[config.mk]
export PLATFORM = sky130hd
export DESIGN_NAME = bezier_curve_tessellator
export DESIGN_NICKNAME = d
export VERILOG_FILES = /design/src/sv/bct_pkg.sv /design/src/sv/bezier_curve_tessellator.sv /design/src/sv/bct_div.sv
export SDC_FILE = /design/constraint.sdc
export NUM_CORES = 2
export LEC_CHECK = 0
export BUFFER_PORTS_ARGS = -buffer_cell sky130_fd_sc_hd__buf_2
export CORE_UTILIZATION = 30
export CTS_BUF_LIST = sky130_fd_sc_hd__clkbuf_4 sky130_fd_sc_hd__clkbuf_8
export CTS_CLUSTER_DIAMETER = 100
export DETAILED_ROUTE_END_ITERATION = 16
export PLACE_DENSITY_LB_ADDON = 0.05
export SYNTH_ARGS = -nofsm -noshare
export SYNTH_HDL_FRONTEND = slang
export SYNTH_SLANG_ARGS = --single-unit
export TNS_END_PERCENT = 5
[constraint.sdc]
create_clock -name clk_i -period 8.75 [get_ports clk_i]
set_clock_uncertainty 0.1 [all_clocks]
set_input_delay 0.875 -clock clk_i [delete_from_list [all_inputs] [get_ports clk_i]]
set_output_delay 0.875 -clock clk_i [all_outputs]
set_load 0.05 [all_outputs]
[src/sv/bct_pkg.sv]
// Shared widths, constants and divider request types for the Bezier tessellator.
// Used by bct_div and bezier_curve_tessellator; depends on nothing.
`default_nettype none

package bct_pkg;

  // Field and register widths
  localparam int CoordW   = 16;                  // control and curve coordinates
  localparam int IdxInW   = 4;                   // point_index field
  localparam int NptW     = 5;                   // num_points register
  localparam int SegW     = 6;                   // segments register
  localparam int FracW    = 16;                  // fraction bits of t
  localparam int TW       = FracW + 1;           // t spans 0 .. 1.0 inclusive
  localparam int DivW     = SegW + FracW;        // dividend i << FracW
  localparam int ProdW    = TW + 1 + CoordW + 1; // signed t times coordinate difference
  localparam int PointW   = 2 * CoordW;          // packed {y, x}

  // Stream and configuration port widths
  localparam int InDataW  = 40;                  // index, x, y padded to whole bytes
  localparam int OutDataW = 32;                  // x, y
  localparam int CfgIdxW  = 2;
  localparam int CfgDataW = 8;

  // Rounding constant of one lerp: one half in units of t
  localparam logic signed [ProdW-1:0] RoundHalf = ProdW'(2 ** (FracW - 1));

  // Divider request and response
  typedef struct packed {
    logic            start;
    logic [SegW-1:0] num;   // i; the dividend is i << FracW
    logic [SegW-1:0] den;   // segments
  } div_req_t;

  typedef struct packed {
    logic          done;
    logic [TW-1:0] quot;
  } div_rsp_t;

endpackage

`default_nettype wire

[src/sv/bezier_curve_tessellator.sv]
// Top level of the Bezier tessellator: control point store, de Casteljau sequencer
// around one shared multiplier, output register. Depends on bct_pkg and bct_div.
//
// Usage: set num_points (index 0) and segments (index 1) on the cfg channel while
// the block is idle. Requests on the s_axis channel carry a kind in tuser: a write
// request stores one control point (x, y) at point_index and emits nothing; a
// generate request emits segments+1 curve points on m_axis, tlast on the final one.
// Zero points or zero segments emit nothing. A write request leaves the block idle.
// Each curve point first runs the serial divider for t, then de Casteljau rounds
// over the control store and a scratch store: each round primes the operands in
// states RS0, RS1 and RS2, and each lerp runs through MX, MY and WR, since x and
// y share the one multiplier. The point then leaves through the emit state; a
// single point skips RS2 and the lerps.
// s_axis_tready_o is low while a generate request is being worked on.
// Results leave through one output register; when m_axis stalls, the sequencer
// holds its finished point until the register frees. The last point may wait there
// while the next request is already taken.
// Reset clears the configuration registers and the control flow; the datapath
// registers and the control point store hold nothing defined until written.
`default_nettype none

module bezier_curve_tessellator #(
  parameter int MAX_POINTS = 16
) (
  input  wire                             clk_i,
  input  wire                             rst_ni,
  // Configuration write channel
  input  wire                             cfg_valid_i,
  output logic                            cfg_ready_o,
  input  wire  [bct_pkg::CfgIdxW-1:0]     cfg_index_i,
  input  wire  [bct_pkg::CfgDataW-1:0]    cfg_data_i,
  // Request stream
  input  wire                             s_axis_tvalid_i,
  output logic                            s_axis_tready_o,
  // tdata: point_index [3:0], point_x [19:4], point_y [35:20], zero [39:36]
  input  wire  [bct_pkg::InDataW-1:0]     s_axis_tdata_i,
  // tuser: action [0]
  input  wire  [0:0]                      s_axis_tuser_i,
  // Curve point stream
  output logic                            m_axis_tvalid_o,
  input  wire                             m_axis_tready_i,
  // tdata: curve_x [15:0], curve_y [31:16]
  output logic [bct_pkg::OutDataW-1:0]    m_axis_tdata_o,
  output logic                            m_axis_tlast_o
);
  import bct_pkg::*;

  localparam int IdxW = $clog2(MAX_POINTS);
  localparam int CntW = $clog2(MAX_POINTS + 1);

  // Request kinds and register indexes
  localparam logic                ActWrite     = 1'b0;
  localparam logic                ActGen       = 1'b1;
  localparam logic [CfgIdxW-1:0]  CfgNumPoints = CfgIdxW'(0);
  localparam logic [CfgIdxW-1:0]  CfgSegments  = CfgIdxW'(1);

  typedef enum logic [3:0] {
    S_IDLE,
    S_DIV,
    S_RS0,
    S_RS1,
    S_RS2,
    S_MX,
    S_MY,
    S_WR,
    S_EMIT
  } state_e;

  state_e            state_q;
  logic [NptW-1:0]   num_points_q;
  logic [SegW-1:0]   segments_q;
  logic [SegW-1:0]   i_q;
  logic [IdxW-1:0]   len_q;       // lerps in the current round
  logic [IdxW-1:0]   k_q;         // lerp within the round
  logic              src_ctrl_q;  // round reads the control store
  logic              m_valid_q;
  logic              m_last_q;

  logic [TW-1:0]            t_q;
  logic [PointW-1:0]        a_q;
  logic [PointW-1:0]        b_q;
  logic signed [ProdW-1:0]  prod_q;
  logic [CoordW-1:0]        rx_q;
  logic [PointW-1:0]        res_q;
  logic [OutDataW-1:0]      m_data_q;

  logic [PointW-1:0]  ctrl_mem [MAX_POINTS];
  logic [PointW-1:0]  work_mem [MAX_POINTS];
  logic [PointW-1:0]  ctrl_rd_q;
  logic [PointW-1:0]  work_rd_q;

  div_req_t div_req;
  div_rsp_t div_rsp;

  // Request decode
  logic               in_acc;
  logic               in_action;
  logic [IdxInW-1:0]  in_idx;
  logic [CoordW-1:0]  in_x;
  logic [CoordW-1:0]  in_y;
  logic [CntW-1:0]    n_eff;
  logic [IdxW-1:0]    len_init;
  logic               gen_ok;
  logic               ctrl_we;
  logic               out_free;
  logic               last_pt;
  logic [IdxW-1:0]    rd_addr;
  logic [PointW-1:0]  rdata;

  assign cfg_ready_o     = 1'b1;
  assign s_axis_tready_o = (state_q == S_IDLE);
  assign in_acc          = s_axis_tvalid_i && s_axis_tready_o;
  assign in_action       = s_axis_tuser_i[0];
  assign in_idx          = s_axis_tdata_i[IdxInW-1:0];
  assign in_x            = s_axis_tdata_i[IdxInW +: CoordW];
  assign in_y            = s_axis_tdata_i[IdxInW + CoordW +: CoordW];

  // Clamp the point count to the store depth
  always_comb begin
    if (32'(num_points_q) > MAX_POINTS) begin
      n_eff = CntW'(MAX_POINTS);
    end else begin
      n_eff = CntW'(num_points_q);
    end
  end

  assign len_init = IdxW'(n_eff - CntW'(1));
  assign gen_ok   = (in_action == ActGen) && (n_eff != '0) && (segments_q != '0);
  assign ctrl_we  = in_acc && (in_action == ActWrite) && (32'(in_idx) < MAX_POINTS);
  assign out_free = !m_valid_q || m_axis_tready_i;
  assign last_pt  = (i_q == segments_q);

  // Start t for point 0 on a generate request, for the next point on emit
  always_comb begin
    div_req.start = (in_acc && gen_ok) || (state_q == S_EMIT && out_free && !last_pt);
    div_req.num   = (state_q == S_EMIT) ? (i_q + SegW'(1)) : '0;
    div_req.den   = segments_q;
  end

  bct_div u_div (
    .clk_i  (clk_i),
    .rst_ni (rst_ni),
    .req_i  (div_req),
    .rsp_o  (div_rsp)
  );

  // Store read address: a first, b first, then the next b during a lerp
  always_comb begin
    unique case (state_q)
      S_RS0:   rd_addr = '0;
      S_RS1:   rd_addr = IdxW'(1);
      S_MY:    rd_addr = IdxW'(32'(k_q) + 2);
      default: rd_addr = '0;
    endcase
  end

  assign rdata = src_ctrl_q ? ctrl_rd_q : work_rd_q;

  // Control point store
  always_ff @(posedge clk_i) begin
    if (ctrl_we) begin
      ctrl_mem[IdxW'(in_idx)] <= {in_y, in_x};
    end
    ctrl_rd_q <= ctrl_mem[rd_addr];
  end

  // Shared lerp datapath: one multiplier, one rounding adder
  logic signed [CoordW-1:0]  ax, ay, bx, by;
  logic signed [CoordW:0]    diff;
  logic signed [ProdW-1:0]   mul;
  logic signed [ProdW-1:0]   rnd_sum;
  logic signed [ProdW-1:0]   rnd_shift;
  logic [CoordW-1:0]         lerp_a;
  logic [CoordW-1:0]         lerp;

  assign ax = a_q[CoordW-1:0];
  assign ay = a_q[PointW-1:CoordW];
  assign bx = b_q[CoordW-1:0];
  assign by = b_q[PointW-1:CoordW];

  always_comb begin
    if (state_q == S_MX) begin
      diff = {bx[CoordW-1], bx} - {ax[CoordW-1], ax};
    end else begin
      diff = {by[CoordW-1], by} - {ay[CoordW-1], ay};
    end
    mul       = $signed({1'b0, t_q}) * diff;
    rnd_sum   = prod_q + RoundHalf;
    rnd_shift = rnd_sum >>> FracW;
    lerp_a    = (state_q == S_MY) ? ax : ay;
    lerp      = lerp_a + rnd_shift[CoordW-1:0];
  end

  // Scratch store of the de Casteljau pyramid
  always_ff @(posedge clk_i) begin
    if (state_q == S_WR) begin
      work_mem[k_q] <= {lerp, rx_q};
    end
    work_rd_q <= work_mem[rd_addr];
  end

  // Configuration registers
  always_ff @(posedge clk_i or negedge rst_ni) begin
    if (!rst_ni) begin
      num_points_q <= '0;
      segments_q   <= '0;
    end else if (cfg_valid_i && cfg_ready_o) begin
      if (cfg_index_i == CfgNumPoints) begin
        num_points_q <= cfg_data_i[NptW-1:0];
      end else if (cfg_index_i == CfgSegments) begin
        segments_q <= cfg_data_i[SegW-1:0];
      end
    end
  end

  // Sequencer and output handshake
  always_ff @(posedge clk_i or negedge rst_ni) begin
    if (!rst_ni) begin
      state_q    <= S_IDLE;
      i_q        <= '0;
      len_q      <= '0;
      k_q        <= '0;
      src_ctrl_q <= 1'b1;
      m_valid_q  <= 1'b0;
      m_last_q   <= 1'b0;
    end else begin
      // drop the result once taken, unless the emit state reloads it
      if (m_valid_q && m_axis_tready_i && (state_q != S_EMIT)) begin
        m_valid_q <= 1'b0;
      end
      unique case (state_q)
        S_IDLE: begin
          if (in_acc && gen_ok) begin
            i_q     <= '0;
            state_q <= S_DIV;
          end
        end
        S_DIV: begin
          if (div_rsp.done) begin
            len_q      <= len_init;
            src_ctrl_q <= 1'b1;
            state_q    <= S_RS0;
          end
        end
        S_RS0: state_q <= S_RS1;
        S_RS1: begin
          // a single point is its own curve
          if (len_q == '0) begin
            state_q <= S_EMIT;
          end else begin
            state_q <= S_RS2;
          end
        end
        S_RS2: begin
          k_q     <= '0;
          state_q <= S_MX;
        end
        S_MX: state_q <= S_MY;
        S_MY: state_q <= S_WR;
        S_WR: begin
          if (k_q == len_q - IdxW'(1)) begin
            if (len_q == IdxW'(1)) begin
              state_q <= S_EMIT;
            end else begin
              len_q      <= len_q - IdxW'(1);
              src_ctrl_q <= 1'b0;
              state_q    <= S_RS0;
            end
          end else begin
            k_q     <= k_q + IdxW'(1);
            state_q <= S_MX;
          end
        end
        S_EMIT: begin
          if (out_free) begin
            m_valid_q <= 1'b1;
            m_last_q  <= last_pt;
            if (last_pt) begin
              state_q <= S_IDLE;
            end else begin
              i_q     <= i_q + SegW'(1);
              state_q <= S_DIV;
            end
          end else begin
            m_valid_q <= m_valid_q;
          end
        end
        default: state_q <= S_IDLE;
      endcase
    end
  end

  // Operand, product and result registers
  always_ff @(posedge clk_i) begin
    unique case (state_q)
      S_DIV: begin
        if (div_rsp.done) begin
          t_q <= div_rsp.quot;
        end
      end
      S_RS1: begin
        a_q   <= rdata;
        res_q <= rdata;
      end
      S_RS2: b_q <= rdata;
      S_MX:  prod_q <= mul;
      S_MY: begin
        prod_q <= mul;
        rx_q   <= lerp;
      end
      S_WR: begin
        a_q   <= b_q;
        b_q   <= rdata;
        res_q <= {lerp, rx_q};
      end
      S_EMIT: begin
        if (out_free) begin
          m_data_q <= res_q;
        end
      end
      default: ;
    endcase
  end

  assign m_axis_tvalid_o = m_valid_q;
  assign m_axis_tdata_o  = m_data_q;
  assign m_axis_tlast_o  = m_last_q;

  // The divider finishes only while the sequencer waits for it
  a_div_done_in_wait: assert property (@(posedge clk_i) disable iff (!rst_ni)
    div_rsp.done |-> state_q == S_DIV)
    else $error("divider finished outside the wait state");

  // The scratch write stays inside the current round
  a_wr_in_round: assert property (@(posedge clk_i) disable iff (!rst_ni)
    state_q == S_WR |-> k_q < len_q)
    else $error("lerp index beyond the round length");

  // A lerp only runs when the round has work
  a_mul_has_work: assert property (@(posedge clk_i) disable iff (!rst_ni)
    state_q == S_MX |-> len_q != '0)
    else $error("multiply started in an empty round");

  // A new result appears only out of the emit state
  a_out_from_emit: assert property (@(posedge clk_i) disable iff (!rst_ni)
    !m_valid_q ##1 m_valid_q |-> $past(state_q == S_EMIT))
    else $error("output loaded outside the emit state");

endmodule

`default_nettype wire

[src/sv/bct_div.sv]
// Bit-serial restoring divider giving t = (i << 16) / segments, one quotient bit a cycle.
// Depends on bct_pkg.
`default_nettype none

module bct_div (
  input  wire                clk_i,
  input  wire                rst_ni,
  input  bct_pkg::div_req_t  req_i,
  output bct_pkg::div_rsp_t  rsp_o
);
  import bct_pkg::*;

  localparam int DcW = $clog2(DivW + 1);

  logic            busy_q;
  logic            done_q;
  logic [DcW-1:0]  cnt_q;
  logic [DivW-1:0] acc_q;   // dividend bits shift out, quotient bits shift in
  logic [SegW-1:0] rem_q;
  logic [SegW-1:0] den_q;

  logic [SegW:0]   trial;
  logic [SegW:0]   diff;
  logic            fits;
  logic [SegW-1:0] rem_d;

  // One restoring step: bring down the next dividend bit and try the divisor
  always_comb begin
    trial = {rem_q, acc_q[DivW-1]};
    diff  = trial - {1'b0, den_q};
    fits  = (trial >= {1'b0, den_q});
    rem_d = fits ? diff[SegW-1:0] : trial[SegW-1:0];
  end

  // Sequence control
  always_ff @(posedge clk_i or negedge rst_ni) begin
    if (!rst_ni) begin
      busy_q <= 1'b0;
      done_q <= 1'b0;
      cnt_q  <= '0;
    end else begin
      done_q <= 1'b0;
      if (req_i.start) begin
        busy_q <= 1'b1;
        cnt_q  <= DcW'(DivW);
      end else if (busy_q) begin
        cnt_q <= cnt_q - DcW'(1);
        if (cnt_q == DcW'(1)) begin
          busy_q <= 1'b0;
          done_q <= 1'b1;
        end
      end
    end
  end

  // Remainder and quotient datapath
  always_ff @(posedge clk_i) begin
    if (req_i.start) begin
      acc_q <= {req_i.num, FracW'(0)};
      rem_q <= '0;
      den_q <= req_i.den;
    end else if (busy_q) begin
      acc_q <= {acc_q[DivW-2:0], fits};
      rem_q <= rem_d;
    end
  end

  assign rsp_o.done = done_q;
  assign rsp_o.quot = acc_q[TW-1:0];

endmodule

`default_nettype wire

==> summary.txt <==
Timing
  • Worst Max-Slew Pin Slew: 1270 ps
  • Fin. max-slew vios: 0
  • F_max: 0.120 GHz
  • Setup TNS: 0 ps
  • Final period util: 95.2%
  • Minimum clock period: 8330 ps
  • Hold Fails Final Rpt: 0
  • Final setup viols: 0
  • RSZ-0062 raised after global routing: false
  • Worst slew margin: 15.0%

Setup path
  • Critical Path Max Stage Delay: 560 ps
  • Critical-path maximum fanout: 4
  • Critical Path Sink Type: register
  • Critical path required time: 9360 ps
  • WS Path Type: register to register
  • CP arrival: 8950 ps
  • Critical Path Most Common Cell: fa_1
  • R2R Setup Slk: 420 ps
  • Slowest cell on the critical path: fa_1
  • Critical path launch point type: register

Synthesis
  • Cells after Synth: 3,968
  • Post-synth ARST share: 2.91%
  • Number of synthesized flops with an enable pin: 1,214
  • Yosys warning count: 0
  • Leading cell types by count after synthesis: edfxtp_1, inv_1, nand2_1, mux4_2, fa_1
  • Post-synthesis cell type count: 77
  • Register area share after synthesis: 62.9%
  • Ys flop type: edfxtp_1
  • Register bit total from synthesis: 1,339
  • Mapped Area: 62,200 um^2
  • Leading area contributor after synthesis: edfxtp_1
  • Syn Nets: 4,422
  • Syn_area_per_cell: 15.7 um^2
  • Top cell type's share of synthesized area: 58.6%
  • Count leader, synth: edfxtp_1
  • Top cells by area, synth: edfxtp_1, mux4_2, fa_1, ha_1, dfxtp_1

Detailed routing
  • Via density: 4.68
  • Post-DRT Antenna Nets: 0
  • Iter 0 DRT Violations: 2,152
  • Drt drc: 0
  • Total number of vias: 33,500
  • First-pass DRT Iterations: 5
  • Total Wirelength: 178,000 um
  • Avg WL per Cell: 24.8 um

Global routing
  • Pin count of the biggest net entering global routing: 100
  • Initial antenna violation count: 32
  • Global Route Usage Sum: 17.0%
  • First-pass GRT wire length: 256,000 um
  • Grt total ovfl: 0
  • Vias in the first global route: 36,000

CTS
  • Num CTS Buffers: 236
  • Clock slew at reported path FFs: 60 ps
  • # H-tree levels: 4
  • Clk_lat worst skew: 990 ps
  • Num Clock Sinks: 1,339
  • CTS tree: yes
  • Clock tree buffer depth: 3
  • Root Buffer: clkbuf_8

Finish
  • Share of cells above drive strength 1: 22.6%
  • Fin nets: 4,707
  • Area growth syn-to-layout: 15.4%

Die
  • Die extent in x: 457 um
  • Die area: 209,000 um^2
  • I/O pin total: 92
  • Core box area: 205,000 um^2
  • Initial Util: 30.3%
  • Die height: 457 um
  • Std cell rows: 166

Status
  • Status: finished clean

Hold path
  • Hold Path Class: input port to register

Place
  • Port bufs: 84
  • GPL Wtd Cong: 0.744
  • HPWL Detailed: 104,000 um

Run
  • Max_cap viols: 0
critical path, delay by kind of cell, from the launching register on:
| kind | cells | cell delay (ps) |
|---|---|---|
| DFF | 1 | 350 |
| xor gates and xnor gates | 3 | 390 |
| and+or+nand+nor | 3 | 420 |
| adders and majority gates | 9 | 3610 |
| AOI/OAI and AO/OA | 13 | 2500 |
| buffers and inverters | 7 | 710 |
placed cells by master, fill, tap and decap left out, types with 7 or more instances in the layout:
master         instances
mux2i_1               22
buf_2                 84
xor2_1                33
dfrtp_1               38
nor2_1               171
nor2b_1               20
a211oi_1              72
edfxtp_1            1214
nand2_1              350
clkbuf_4              79
a31oi_1               66
nor3_1                27
a21o_1                19
nand3_1               34
clkinv_1              49
and3_1                12
dlygate4sd3_1          7
a21oi_1               44
fa_1                 226
nand2b_1              42
ha_1                 169
mux2_2                45
nor2_4                17
clkbuf_8             265
buf_4                114
mux4_2               256
o21ai_0               48
and2_1               173
xnor2_1               63
dfxtp_1               86
o21a_1                46
clkinv_2              32
bufinv_16              9
nand4_1                7
buf_12                15
inv_1                356
or2_2                 10
sequential cells by signal, summed over array words and instances, names as in the netlist, 6 cells and up:
name / count
rx_q: 16
m_axis_tdata_o: 32
res_q: 32
i_q: 6
t_q: 17
u_div.rem_q: 6
ctrl_mem: 512
u_div.den_q: 6
prod_q: 17
b_q: 32
work_rd_q: 32
a_q: 32
work_mem: 512
u_div.acc_q: 22
segments_q: 6
ctrl_rd_q: 32
timing repair:
item / 4_1_cts / 5_1_grt
setup endpoints to repair: 0 / 4
gates resized for setup: 0 / 18
setup buffers: 0 / 5
hold endpoints to repair: 49 / 0
hold buffers: 7 / 0
final timing paths:
kind / startpoint / end / cells after the start
min in group asynchronous: rst_ni / m_axis_tvalid_o$_DFFE_PN0P_ / 2
min reg2reg: res_q[4]$_DFFE_PP_ / m_axis_tdata_o[4]$_DFFE_PP_ / 0
max: b_q[0]$_DFFE_PP_ / prod_q[31]$_DFFE_PP_ / 35
max in group asynchronous: rst_ni / u_div.cnt_q[3]$_DFFE_PN0P_ / 2
min: s_axis_tdata_i[30] / ctrl_mem[9][26]$_DFFE_PP_ / 1
max reg2reg: b_q[0]$_DFFE_PP_ / prod_q[31]$_DFFE_PP_ / 35
cell type report:
type	count	area, um^2
Clock buffer	344	4240
Antenna cell	4	10.0
Inverter	358	1340
Tap cell	2688	3360
Fill cell	19800	134000
Sequential cell	1339	39200
Timing Repair Buffer	221	1660
Multi-Input combinational cell	2097	21200
Clock inverter	105	815
routing by layer:
metal	wire length (um)	track usage [%]	vias to the layer above
met3	6820	3.03	216
li1	-	-	15100
met4	3180	4.15	12
met1	79600	22.5	17500
met2	87900	28.9	591
met5	77	0	-
cell families after synthesis:
group | count (synthesis) | synth area share (%)
adder cells (fa/ha/maj) | 398 | 10.7
AO/OA/AOI/OAI | 364 | 4.02
AND/OR/NAND/NOR | 913 | 6.96
multiplexers | 324 | 10.5
buffers and inverters | 532 | 3.50
other | 1 | 0.00603
XOR/XNOR | 97 | 1.37
flip-flops | 1339 | 62.9
through the flow:
stage	utilization [%]	worst slack, ps	cell area, um^2	hold WS, ps	cells
3_3_place_gp	32.4	196	66500	304	6691
6_report	35.0	418	71800	193	7156
3_5_place_dp	32.4	191	66500	307	6691
5_1_grt	34.9	7.51	71800	102	7154
2_1_floorplan	-	739	62200	300	3968
4_1_cts	34.9	192	71700	52.2	7147
Power is not shown: default switching activity piles up to over one toggle a cycle in this logic, so the estimate is an artifact.
